## src/rtl/itoa_pkg.sv

```systemverilog
`timescale 1ns / 1ps
`default_nettype none
// ----------------------------------------------------------------------------
// itoa_pkg
// Shared types and constants of the integer to ASCII formatter.
// ----------------------------------------------------------------------------
package itoa_pkg;

	localparam int VALUE_W     = 128;
	localparam int HALF_W      = 64;
	localparam int NIBBLE_W    = 4;
	localparam int TEXT_MAX    = 39;
	localparam int HEX_DIGITS  = VALUE_W / NIBBLE_W;
	localparam int DIGITS_W    = TEXT_MAX * NIBBLE_W;
	localparam int CONV_STEPS  = VALUE_W / NIBBLE_W;
	localparam int STEP_W      = $clog2(CONV_STEPS);
	localparam int LANE_CNT_W  = $clog2(TEXT_MAX + 1);
	localparam int LEN_W       = 6;
	localparam int QUEUE_DEPTH = 2;

	localparam logic [7:0] ASCII_ZERO  = 8'h30;
	localparam logic [7:0] ASCII_ALPHA = 8'h57;
	localparam logic [7:0] ASCII_MINUS = 8'h2D;
	localparam logic [3:0] DEC_RADIX   = 4'd10;

	typedef enum logic [1:0] {
		OP_UDEC = 2'd0,
		OP_UHEX = 2'd1,
		OP_SDEC = 2'd2
	} op_t;

	typedef struct packed {
		logic               hex;
		logic               neg;
		logic [VALUE_W-1:0] mag;
	} job_t;

	typedef enum logic [1:0] {
		ST_IDLE,
		ST_CONV,
		ST_SIGN,
		ST_EMIT
	} state_t;

endpackage
`default_nettype wire

```

## src/rtl/itoa_front.sv

```systemverilog
`timescale 1ns / 1ps
`default_nettype none
// ----------------------------------------------------------------------------
// itoa_front
// Accepts transactions and classifies them into conversion jobs.
// ----------------------------------------------------------------------------
module itoa_front (
	input  wire logic                        start,
	input  wire logic                        full,
	input  wire logic [1:0]                  op,
	input  wire logic [itoa_pkg::HALF_W-1:0] value_high,
	input  wire logic [itoa_pkg::HALF_W-1:0] value_low,
	output logic                             push,
	output itoa_pkg::job_t                   job
);
	import itoa_pkg::*;

	logic               valid_op;
	logic [HALF_W-1:0]  neg_low;

	assign neg_low = HALF_W'(0) - value_low;

	always_comb begin
		valid_op = 1'b1;
		job.hex  = 1'b0;
		job.neg  = 1'b0;
		job.mag  = {value_high, value_low};
		case (op_t'(op))
			OP_UDEC: begin
				job.mag = {value_high, value_low};
			end
			OP_UHEX: begin
				job.hex = 1'b1;
			end
			OP_SDEC: begin
				job.neg = value_low[HALF_W-1];
				job.mag = {{HALF_W{1'b0}}, value_low[HALF_W-1] ? neg_low : value_low};
			end
			default: begin
				valid_op = 1'b0;
			end
		endcase
	end

	assign push = start && !full && valid_op;

endmodule
`default_nettype wire

```

## src/rtl/itoa_queue.sv

```systemverilog
`timescale 1ns / 1ps
`default_nettype none
// ----------------------------------------------------------------------------
// itoa_queue
// Short job queue decoupling the front end from the conversion engine.
// ----------------------------------------------------------------------------
module itoa_queue #(
	parameter int DEPTH = itoa_pkg::QUEUE_DEPTH
) (
	input  wire logic           clk,
	input  wire logic           arst_n,
	input  wire logic           push,
	input  wire itoa_pkg::job_t push_job,
	input  wire logic           pop,
	output logic                full,
	output logic                valid,
	output itoa_pkg::job_t      head
);
	import itoa_pkg::*;

	localparam int PW = (DEPTH > 1) ? $clog2(DEPTH) : 1;
	localparam int CW = $clog2(DEPTH + 1);

	job_t          mem_q [DEPTH];
	logic [PW-1:0] wr_ptr_q;
	logic [PW-1:0] rd_ptr_q;
	logic [CW-1:0] count_q;
	logic          do_push;
	logic          do_pop;

	assign full    = count_q == CW'(DEPTH);
	assign valid   = count_q != CW'(0);
	assign do_push = push && !full;
	assign do_pop  = pop && valid;
	assign head    = mem_q[rd_ptr_q];

	always_ff @(posedge clk) begin
		if (do_push) begin
			mem_q[wr_ptr_q] <= push_job;
		end
	end

	always_ff @(posedge clk or negedge arst_n) begin
		if (!arst_n) begin
			wr_ptr_q <= '0;
			rd_ptr_q <= '0;
			count_q  <= '0;
		end else begin
			if (do_push) begin
				wr_ptr_q <= (wr_ptr_q == PW'(DEPTH - 1)) ? '0 : wr_ptr_q + PW'(1);
			end
			if (do_pop) begin
				rd_ptr_q <= (rd_ptr_q == PW'(DEPTH - 1)) ? '0 : rd_ptr_q + PW'(1);
			end
			if (do_push && !do_pop) begin
				count_q <= count_q + CW'(1);
			end else if (do_pop && !do_push) begin
				count_q <= count_q - CW'(1);
			end
		end
	end

endmodule
`default_nettype wire

```

## src/rtl/itoa_back.sv

```systemverilog
`timescale 1ns / 1ps
`default_nettype none
// ----------------------------------------------------------------------------
// itoa_back
// Conversion engine: shift-add-3 binary to BCD for decimal jobs, four bits a
// cycle, then leading-zero skip and most-significant-first character emission.
// ----------------------------------------------------------------------------
module itoa_back (
	input  wire logic           clk,
	input  wire logic           arst_n,
	input  wire logic           job_valid,
	input  wire itoa_pkg::job_t job,
	output logic                pop,
	output logic                strobe,
	output logic [7:0]          character,
	output logic                last,
	output logic [5:0]          length
);
	import itoa_pkg::*;

	state_t                state_q;
	state_t                state_d;
	logic [DIGITS_W-1:0]   dig_q;
	logic [VALUE_W-1:0]    bin_q;
	logic [STEP_W-1:0]     step_q;
	logic [LANE_CNT_W-1:0] rem_q;
	logic                  neg_q;
	logic                  started_q;
	logic [LEN_W-1:0]      len_q;

	logic [NIBBLE_W-1:0]   top;
	logic                  skip;
	logic                  emit;
	logic                  conv_done;
	logic [LEN_W-1:0]      first_len;

	function automatic logic [DIGITS_W-1:0] dabble(input logic [DIGITS_W-1:0] d,
		input logic [NIBBLE_W-1:0] b);
		logic [DIGITS_W-1:0] r;
		r = d;
		for (int i = NIBBLE_W - 1; i >= 0; i--) begin
			for (int k = 0; k < TEXT_MAX; k++) begin
				if (r[k*NIBBLE_W +: NIBBLE_W] >= 4'd5) begin
					r[k*NIBBLE_W +: NIBBLE_W] = r[k*NIBBLE_W +: NIBBLE_W] + 4'd3;
				end
			end
			r = {r[DIGITS_W-2:0], b[i]};
		end
		return r;
	endfunction

	assign top       = dig_q[DIGITS_W-1 -: NIBBLE_W];
	assign conv_done = step_q == STEP_W'(CONV_STEPS - 1);
	assign skip      = !started_q && (top == '0) && (rem_q > LANE_CNT_W'(1));
	assign first_len = LEN_W'(neg_q) + LEN_W'(rem_q);

	always_comb begin
		state_d = state_q;
		case (state_q)
			ST_IDLE: begin
				if (job_valid) begin
					state_d = job.hex ? ST_EMIT : ST_CONV;
				end
			end
			ST_CONV: begin
				if (conv_done) begin
					state_d = neg_q ? ST_SIGN : ST_EMIT;
				end
			end
			ST_SIGN: begin
				state_d = ST_EMIT;
			end
			ST_EMIT: begin
				if (!skip && rem_q == LANE_CNT_W'(1)) begin
					state_d = ST_IDLE;
				end
			end
			default: begin
				state_d = ST_IDLE;
			end
		endcase
	end

	always_comb begin
		pop       = 1'b0;
		emit      = 1'b0;
		strobe    = 1'b0;
		character = ASCII_ZERO;
		last      = 1'b0;
		length    = '0;
		case (state_q)
			ST_IDLE: begin
				pop = job_valid;
			end
			ST_SIGN: begin
				strobe    = 1'b1;
				character = ASCII_MINUS;
			end
			ST_EMIT: begin
				emit      = !skip;
				strobe    = !skip;
				character = (top < DEC_RADIX) ? ASCII_ZERO + 8'(top) : ASCII_ALPHA + 8'(top);
				last      = !skip && rem_q == LANE_CNT_W'(1);
				if (last) begin
					length = started_q ? len_q : first_len;
				end
			end
			default: begin
				pop = 1'b0;
			end
		endcase
	end

	always_ff @(posedge clk) begin
		case (state_q)
			ST_IDLE: begin
				if (job_valid) begin
					neg_q  <= job.neg;
					bin_q  <= job.mag;
					step_q <= '0;
					if (job.hex) begin
						dig_q <= {job.mag, {(DIGITS_W - VALUE_W){1'b0}}};
						rem_q <= LANE_CNT_W'(HEX_DIGITS);
					end else begin
						dig_q <= '0;
						rem_q <= LANE_CNT_W'(TEXT_MAX);
					end
				end
			end
			ST_CONV: begin
				dig_q  <= dabble(dig_q, bin_q[VALUE_W-1 -: NIBBLE_W]);
				bin_q  <= {bin_q[VALUE_W-NIBBLE_W-1:0], {NIBBLE_W{1'b0}}};
				step_q <= step_q + STEP_W'(1);
			end
			ST_EMIT: begin
				dig_q <= {dig_q[DIGITS_W-NIBBLE_W-1:0], {NIBBLE_W{1'b0}}};
				rem_q <= rem_q - LANE_CNT_W'(1);
				if (emit && !started_q) begin
					len_q <= first_len;
				end
			end
			default: begin
				rem_q <= rem_q;
			end
		endcase
	end

	always_ff @(posedge clk or negedge arst_n) begin
		if (!arst_n) begin
			state_q   <= ST_IDLE;
			started_q <= 1'b0;
		end else begin
			state_q <= state_d;
			if (state_q == ST_IDLE) begin
				started_q <= 1'b0;
			end else if (emit) begin
				started_q <= 1'b1;
			end
		end
	end

endmodule
`default_nettype wire

```

## src/rtl/integer_to_ascii_formatter_top.sv

```systemverilog
`timescale 1ns / 1ps
`default_nettype none
// ----------------------------------------------------------------------------
// integer_to_ascii_formatter_top
// Formats an integer as ASCII text, one character per strobe.
// ----------------------------------------------------------------------------
// A transaction is taken when start is high and busy is low; busy is high
// only while the job queue is full. Characters leave most significant first,
// one per cycle on strobe (save for skipped leading zeros), with last and
// length on the final one; the receiver cannot stall them. A selector of 3
// is taken and yields no text. Each decimal job passes through the
// shift-add-3 converter (four bits a cycle over the 128-bit word), then
// steps through the 39 digit lanes (leading zeros skipped, digits emitted),
// with a sign state for a negative job's minus and an idle state that pops
// the next job. Hex jobs skip the converter and step through 32 lanes. The
// front end keeps accepting while the engine works, until the queue fills.
// ----------------------------------------------------------------------------
module integer_to_ascii_formatter_top #(
	parameter int QUEUE_DEPTH = itoa_pkg::QUEUE_DEPTH
) (
	input  wire logic                        clk,
	input  wire logic                        arst_n,
	input  wire logic                        start,
	output logic                             busy,
	input  wire logic [1:0]                  op,
	input  wire logic [itoa_pkg::HALF_W-1:0] value_high,
	input  wire logic [itoa_pkg::HALF_W-1:0] value_low,
	output logic                             strobe,
	output logic [7:0]                       character,
	output logic                             last,
	output logic [5:0]                       length
);
	import itoa_pkg::*;

	logic full;
	logic push;
	job_t push_job;
	logic pop;
	logic head_valid;
	job_t head;

	assign busy = full;

	itoa_front u_front (
		.start      (start),
		.full       (full),
		.op         (op),
		.value_high (value_high),
		.value_low  (value_low),
		.push       (push),
		.job        (push_job)
	);

	itoa_queue #(
		.DEPTH (QUEUE_DEPTH)
	) u_queue (
		.clk      (clk),
		.arst_n   (arst_n),
		.push     (push),
		.push_job (push_job),
		.pop      (pop),
		.full     (full),
		.valid    (head_valid),
		.head     (head)
	);

	itoa_back u_back (
		.clk       (clk),
		.arst_n    (arst_n),
		.job_valid (head_valid),
		.job       (head),
		.pop       (pop),
		.strobe    (strobe),
		.character (character),
		.last      (last),
		.length    (length)
	);

endmodule
`default_nettype wire
```

## config.mk

```make
export PLATFORM = sky130hd
export DESIGN_NAME = integer_to_ascii_formatter_top
export DESIGN_NICKNAME = d
export VERILOG_FILES = /design/src/rtl/itoa_pkg.sv /design/src/rtl/itoa_front.sv /design/src/rtl/itoa_queue.sv /design/src/rtl/itoa_back.sv /design/src/rtl/integer_to_ascii_formatter_top.sv
export SDC_FILE = /design/constraint.sdc
export NUM_CORES = 2
export LEC_CHECK = 0
export BUFFER_PORTS_ARGS = -buffer_cell sky130_fd_sc_hd__buf_2
export CAP_MARGIN = 40
export CORE_ASPECT_RATIO = 0.75
export CORE_MARGIN = 2
export CORE_UTILIZATION = 40
export CTS_CLUSTER_DIAMETER = 150
export DETAILED_ROUTE_END_ITERATION = 8
export GPL_ROUTABILITY_DRIVEN = 0
export PLACE_DENSITY_LB_ADDON = 0.08
export SLEW_MARGIN = 20
export SYNTH_ARGS = -nofsm -noshare
export SYNTH_HDL_FRONTEND = slang
export SYNTH_HIERARCHICAL = 1
export SYNTH_SLANG_ARGS = --single-unit
```

## constraint.sdc

```tcl
create_clock -name clk -period 13.7 [get_ports clk]
set_input_delay 0.685 -clock clk [delete_from_list [all_inputs] [get_ports clk]]
set_output_delay 0.685 -clock clk [all_outputs]
set_load 0.05 [all_outputs]
```

=== Word-level counts from Yosys, hierarchy flattened ===
Memories as Yosys holds them, arrays and structs flattened.
Cells that the tools add are included.

* $add $sub $neg: 166
* Magnitude comparators: 158
* Equal/unequal tests: 11
* Muxes and demuxes: 311
* Reduce and logical (&&, ||, !) cells: 31

{| class="wikitable"
|+ Operator list
! kind !! count
|-
| 4-bit 2-to-1 mux || 266
|-
| 4-bit by 3-bit >= comparator with 1-bit output, second input constant || 156
|-
| 4-bit by 2-bit adder with 4-bit output, second input constant || 152
|-
| 156-bit case mux with 3 select lines || 1
|-
| 156-bit 2-to-1 mux || 2
|-
| 128-bit 2-to-1 mux || 2
|-
| 128-bit case mux with 2 select lines || 1
|-
| 64-bit 2-to-1 mux || 1
|-
| 1-bit by 64-bit subtractor with 64-bit output, first input constant || 1
|-
| 3-bit 2-to-1 mux || 8
|-
| 6-bit 2-to-1 mux || 4
|-
| 8-bit case mux with 2 select lines || 1
|-
| 1-bit 2-to-1 mux || 13
|-
| 3-bit by 2-bit adder with 3-bit output, second input constant || 4
|-
| 2-bit 2-to-1 mux || 6
|-
| 6-bit case mux with 2 select lines || 1
|-
| 1-bit logical AND || 10
|-
| 5-bit case mux with 2 select lines || 1
|-
| 2-bit AND reduction || 5
|-
| 2-bit nonzero test || 5
|-
| 7-bit by 4-bit adder with 8-bit output, first input constant || 1
|-
| 2-bit == test, second input constant || 4
|-
| 8-bit 2-to-1 mux || 1
|-
| 2-bit case mux with 4 select lines || 1
|-
| 21 further kinds || 30
|}

* Register bits after elaboration: 309
* RAM bits: 260
* Input port bits: 133
* Output and inout bits: 17
* Word-level logic and storage cells: 689
* Memories: 1

{| class="wikitable"
|+ Memory list
! memory !! words !! width !! rd ports !! clocked after Yosys merged registers in !! wr ports !! line !! text
|-
| u_queue.mem_q || 2 || 130 || 1 || 0 || 1 || itoa_queue.sv:24 || <nowiki>job_t mem_q [DEPTH];</nowiki>
|}

=== Logic depth before layout (Yosys ltp) ===
* Depth after elaboration: 12
* Mapped depth: 20
* Depth with buffers taken out: 20

=== Hierarchy ===
The synthesis kept the hierarchy.

{| class="wikitable"
|+ By module, submodules not included
! module !! instances !! cells an instance !! area each (sq um) !! sequential area each (sq um)
|-
| itoa_back || 1 || 3257 || 29338.1 || 9143.8
|-
| itoa_queue || 1 || 424 || 9954.5 || 7907.6
|-
| itoa_front || 1 || 318 || 2109.5 || 0.0
|}

=== Least setup slack after synthesis ===
Ideal clock, no wire load.

* Path type: reg2reg
* Start point: reg u_back.state_q[1]
* End point: reg u_back.bin_q[0], enable pin
* Setup time: 0.809 ns
* Arrival time: 10.612 ns
* Data required time: 12.891 ns
* Slack: 2.279 ns
* Cell stages (with the launch flop): 8
* Path buffers: 3
* Period minus slack after synthesis: 11.421 ns
* Cell sequence: dfrtp_1 inv_1 ha_1 inv_1 clkbuf_1 clkbuf_1 clkbuf_1 o21ai_0

* Longest elaborated chain between the ends: 3
* Elaborated cells on any way between the ends: 5
* Those cells by class: 2 x eq/ne; 3 x reduce/logical

{| class="wikitable"
|+ RTL lines
! element !! line !! text
|-
| from (decl) || itoa_back.sv:21 || <nowiki>state_t state_q;</nowiki>
|-
| from (signal assigned) || itoa_back.sv:153 || <nowiki>state_q <= state_d;</nowiki>
|-
| 2-bit by 1-bit == test with 1-bit output or 2-bit zero test (tied branches) || itoa_back.sv:115 || <nowiki>case (state_q)</nowiki>
|-
| 2-bit nonzero test (no source line) or 2-bit by 1-bit inequality test with 1-bit output (tied branches) || -- ||
|-
| 2-bit AND reduction (no source line) (*) || -- ||
|-
| to (signal assigned) || itoa_back.sv:119 || <nowiki>bin_q <= job.mag;</nowiki>
|-
| to (signal assigned) || itoa_back.sv:132 || <nowiki>bin_q <= {bin_q[VALUE_W-NIBBLE_W-1:0], {NIBBLE_W{1'b0}}};</nowiki>
|-
| to (decl) || itoa_back.sv:24 || <nowiki>logic [VALUE_W-1:0] bin_q;</nowiki>
|}

Mark *: on every way between the ends. The rest lies on a longest branch, timed or not.
A chain may end at the register's enable or synchronous reset.

=== Final worst setup path ===
* Start point: reg u_back.dig_q[21]
* End point: reg u_back.dig_q[21] (data pin)

* Longest elaborated chain between the ends: 12
* Elaborated cells on any way between the ends: 15
* Those cells by class: 3 x add/sub; 4 x order compare; 8 x mux

{| class="wikitable"
|+ RTL lines
! element !! line !! text
|-
| from (decl) || itoa_back.sv:23 || <nowiki>logic [DIGITS_W-1:0] dig_q;</nowiki>
|-
| from (signal assigned) || itoa_back.sv:122 || <nowiki>dig_q <= {job.mag, {(DIGITS_W - VALUE_W){1'b0}}};</nowiki>
|-
| from (signal assigned) || itoa_back.sv:131 || <nowiki>dig_q <= dabble(dig_q, bin_q[VALUE_W-1 -: NIBBLE_W]);</nowiki>
|-
| from (signal assigned) || itoa_back.sv:136 || <nowiki>dig_q <= {dig_q[DIGITS_W-NIBBLE_W-1:0], {NIBBLE_W{1'b0}}};</nowiki>
|-
| 4-bit by 2-bit adder with 4-bit output or 4-bit by 3-bit >= comparator with 1-bit output (tied branches) || itoa_back.sv:44, itoa_back.sv:43 ||
|-
| 4-bit 2-to-1 mux (*) || itoa_back.sv:43 || <nowiki>if (r[k*NIBBLE_W +: NIBBLE_W] >= 4'd5) begin</nowiki>
|-
| 4-bit 2-to-1 mux (*) || itoa_back.sv:115 ||
|-
| 4-bit by 2-bit adder with 4-bit output or 4-bit by 3-bit >= comparator with 1-bit output (tied branches) || itoa_back.sv:44, itoa_back.sv:43 ||
|-
| 4-bit 2-to-1 mux (*) || itoa_back.sv:43 ||
|-
| 4-bit 2-to-1 mux (*) || itoa_back.sv:115 ||
|-
| 4-bit by 3-bit >= comparator with 1-bit output or 4-bit by 2-bit adder with 4-bit output (tied branches) || itoa_back.sv:43, itoa_back.sv:44 ||
|-
| 4-bit 2-to-1 mux (*) || itoa_back.sv:43 ||
|-
| 4-bit 2-to-1 mux (*) || itoa_back.sv:115 ||
|-
| 4-bit by 3-bit >= comparator with 1-bit output (*) || itoa_back.sv:43 ||
|-
| 4-bit 2-to-1 mux (*) || itoa_back.sv:43 ||
|-
| 156-bit case mux with 3 select lines (*) || itoa_back.sv:115 ||
|}

Mark *: on every way between the ends. The rest lies on a longest branch, timed or not. The select of a mux whose other input is x is not followed.

==> run summary <==
The run finished with clean final reports. Counting tap cells, the placed design contains a total of 5409 instances. Aggregate routed wire length: 102 mm.

STA classifies the critical path endpoint as a register. The signal arrival time at the worst endpoint is 4.66 ns. The final hold violation count was 0; the worst clock skew was 0.0311 ns. The tools report the global-route usage over all layers as 19.0%. The cell count after synthesis came out at 3999.

Setup TNS: 0 ns. For the number of clock sinks, the log shows 569. By area the synthesized netlist is led by edfxtp_1 (41%), mux2_2 (6.3%), ha_1 (5.7%). In the finished design, the share of the clock period the worst path needs comes to 31.4%. The critical path start-end classification was register to register.

Setup repair after global routing left no endpoint under its margin. TritonCTS created 66 clock buffers. The number of fillers in the final layout was 9803. In this run, the number of DRC markers left after iteration 0 of detailed routing was 2221. In this run the mean area of a mapped cell was 10.4 um2. The die covers 0.106 mm2. The logs give 0.0414 mm2 for the area of the mapped netlist and 3 for the H-tree level count. The repair_antennas step left the layout with diodes totalling 0. The count of cells in the finished layout, fillers not included, comes to 5530. Share of flip-flops with an asynchronous set or reset after synthesis: 1.23%. The post-synthesis sequential element count is 569, and the clock latency on the worst-skew pair is 0.66 ns. The CTS clock-pin slew for the worst setup and hold paths came out at 0.06 ns.

The tightest min-delay check is of the input port to register type. The largest fanout on the critical path was 7. In this run the count of I/O pins placed on the die edge is 150. The first-pass GRT wire length is 161 mm, and the count of buffers inserted at the top-level ports is 147.

Summed over all layers, the global routing overflow is 0. Worst-case register-to-register setup slack: 9.39 ns. The distinct cell type count after synthesis is 114, and the detail-routed net length per standard cell is 18.5 um.

TritonCTS built the clock tree. STA classifies the critical path startpoint as a register. Data on the critical path is required at its endpoint by 14.06 ns.

The top-area cell type share of the netlist area is 40.8%. The placeable core region came out at 0.103 mm2. Of all cell types, the one taking the most synthesized area is edfxtp_1. Hold buffer count at cts: 1. The count of yosys warnings during synthesis is 6. In this run, post-CTS repair resized a total of 0 instances.

Of the synthesized area, sequential elements account for 41.2%. For the pin with the worst max-slew slack, the measured transition is 1.17 ns. The layout-stage area growth over the synthesis result is 10.8%. The largest single stage delay on the critical path is 0.54 ns.

The cell family contributing the most delay on the critical path is compound AO/OA/AOI/OAI gates. The number of global-route vias before repair is 28600, and the number of vias per cell after detailed routing is 5.59. The row count came out at 102.

Entering global routing, the biggest net connects 149 pins. Summed over all nets, the half-perimeter wirelength after detailed placement is 72.4 mm. For this run, the post-layout net count is 4449.

In the post-synthesis netlist, the cell with the most instances is edfxtp_1. The final-report max-slew violation count came out at 0. The cell sitting at the root of the clock tree is a clkbuf_16. The floorplan step set the die width to 375 um. In this run the vertical extent of the chip is 283 um. Counting both buffers and inverters, the worst setup path holds a total of 2. The final cell utilization of the core is 44.6%, and the antenna violation net count after detailed routing is 0.

No sink is reached through more buffers than the 3 on the longest clock path. By count the netlist is led by edfxtp_1 (562), a21oi_1 (269), o21ai_0 (256). Detailed routing inserted a total of 30900 vias. The number of antenna violations at the first check in global routing was 2. The cell occurring most often along the worst timing path is ha_1. The effective utilization at floorplan was 40.2%; the ratio of cells with drive above 1 in the final layout was 18.5%. Static timing analysis puts the maximum clock frequency at 232 MHz. The worst-path cell with the longest stage delay was mux2i_1. The clock period could shrink to 4.31 ns.

The critical path goes through inv_1 -> ha_1 -> nor2b_1 -> o21ba_1 -> mux2i_1 -> nand2_1 -> a21oi_1 -> a31oi_1 -> ha_1 -> maj3_1 -> a22o_1 -> mux2i_1 -> ha_1 -> inv_1 -> o211a_1 -> o21a_1 -> xor2_1 -> o22ai_1. Among all flip-flop cells after synthesis, the most frequent one is edfxtp_1. The number of search-and-repair iterations in the first detailed-routing pass came out at 5. The run gives 0 as the number of max-cap violations.

The number of setup buffers added after CTS is 0. Setup violations remaining at the end of the flow were counted as 0. When the netlist entered floorplanning its net count stood at 4320. The synthesized design contains 562 enable-type register cells.

In the routed design, unresolved DRC markers number 0. The run gives 21.7% as the headroom to the max-slew limit.
==> routing by layer <==
metal	routed length, um	up-vias	GRT usage [%]	part of all wire [%]
met4	1650	2	3.99	1.6
li1	-	15400	-	-
met1	54400	14800	29.4	53
met5	7	-	0	0.0068
met3	4080	105	2.89	4.0
met2	42200	554	27.7	41
==> path summary, 6_finish.rpt <==
kind / to / start / cells after the start
min in group asynchronous: u_back/state_q[0] / arst_n / 2
min: u_queue/mem_q[1][0] / value_low[0] / 1
max in group asynchronous: u_queue/rd_ptr_q / arst_n / 2
max: u_back/dig_q[21] / u_back/dig_q[21] / 18
min reg2reg: u_queue/count_q[1] / u_queue/count_q[1] / 1
max reg2reg: u_back/dig_q[21] / u_back/dig_q[21] / 18
==> layout make-up <==
class / count / area (um2) / share of cell area, %
flip-flops and latches: 569 / 17100 / 37.2
clock buffers: 76 / 1730 / 3.77
clock inverters: 42 / 418 / 0.911
repair buffers: 188 / 1150 / 2.51
multi-input cells: 3051 / 22900 / 49.9
well taps: 1352 / 1690 / 3.69
inverters: 252 / 948 / 2.07
==> kinds of logic after synthesis <==
family,count (synthesis),synth area share (%)
AND/OR/NAND/NOR,961,12.2
adder cells (fa/ha/maj),194,5.83
multiplexers,415,11.8
flip-flops,569,41.2
buffers and inverters,379,3.72
other,2,0.0181
XOR/XNOR,223,5.00
AO/OA/AOI/OAI,1256,20.2
==> through the flow <==
step | hold WS, ns | cell area (um2) | worst slack (ns)
detailed placement | 0.490 | 43700 | 9.44
global placement | 0.492 | 43600 | 9.49
CTS | 0.259 | 45800 | 9.42
finish | 0.313 | 45900 | 9.39
global route | 0.287 | 45900 | 8.98
floorplan | 0.389 | 41400 | 2.28
==> flip-flops by register name, summed over array words and instances (netlist names) <==
signal,count
u_back/len_q,6
u_back/started_q,1
u_back/bin_q,128
u_queue/count_q,2
u_back/dig_q,156
u_queue/rd_ptr_q,1
u_back/state_q,2
u_queue/wr_ptr_q,1
u_queue/mem_q,260
u_back/neg_q,1
u_back/step_q,5
u_back/rem_q,6
==> cells in the final DEF (no fill, tap or decap), drive strengths merged, types with 24 or more instances in the layout <==
cell    instances
nor2b          54
nand2b         68
clkinv         24
edfxtp        562
nor3           72
a211oi         47
inv           258
o21a           34
nor2          237
o21bai         30
a22oi         130
o31ai          32
nor3b          64
ha            188
mux2i          92
xor2           89
a21oi         299
o21ai         321
mux2          323
a31o           32
buf           187
and2           94
a21o           31
clkbuf         76
nand3          62
o211ai         35
nand2         192
a31oi          83
xnor2         134
nor4           30
Power is left out: the tool's default activity adds up to more than one toggle a clock period on the data nets, which glitch-free logic cannot reach.
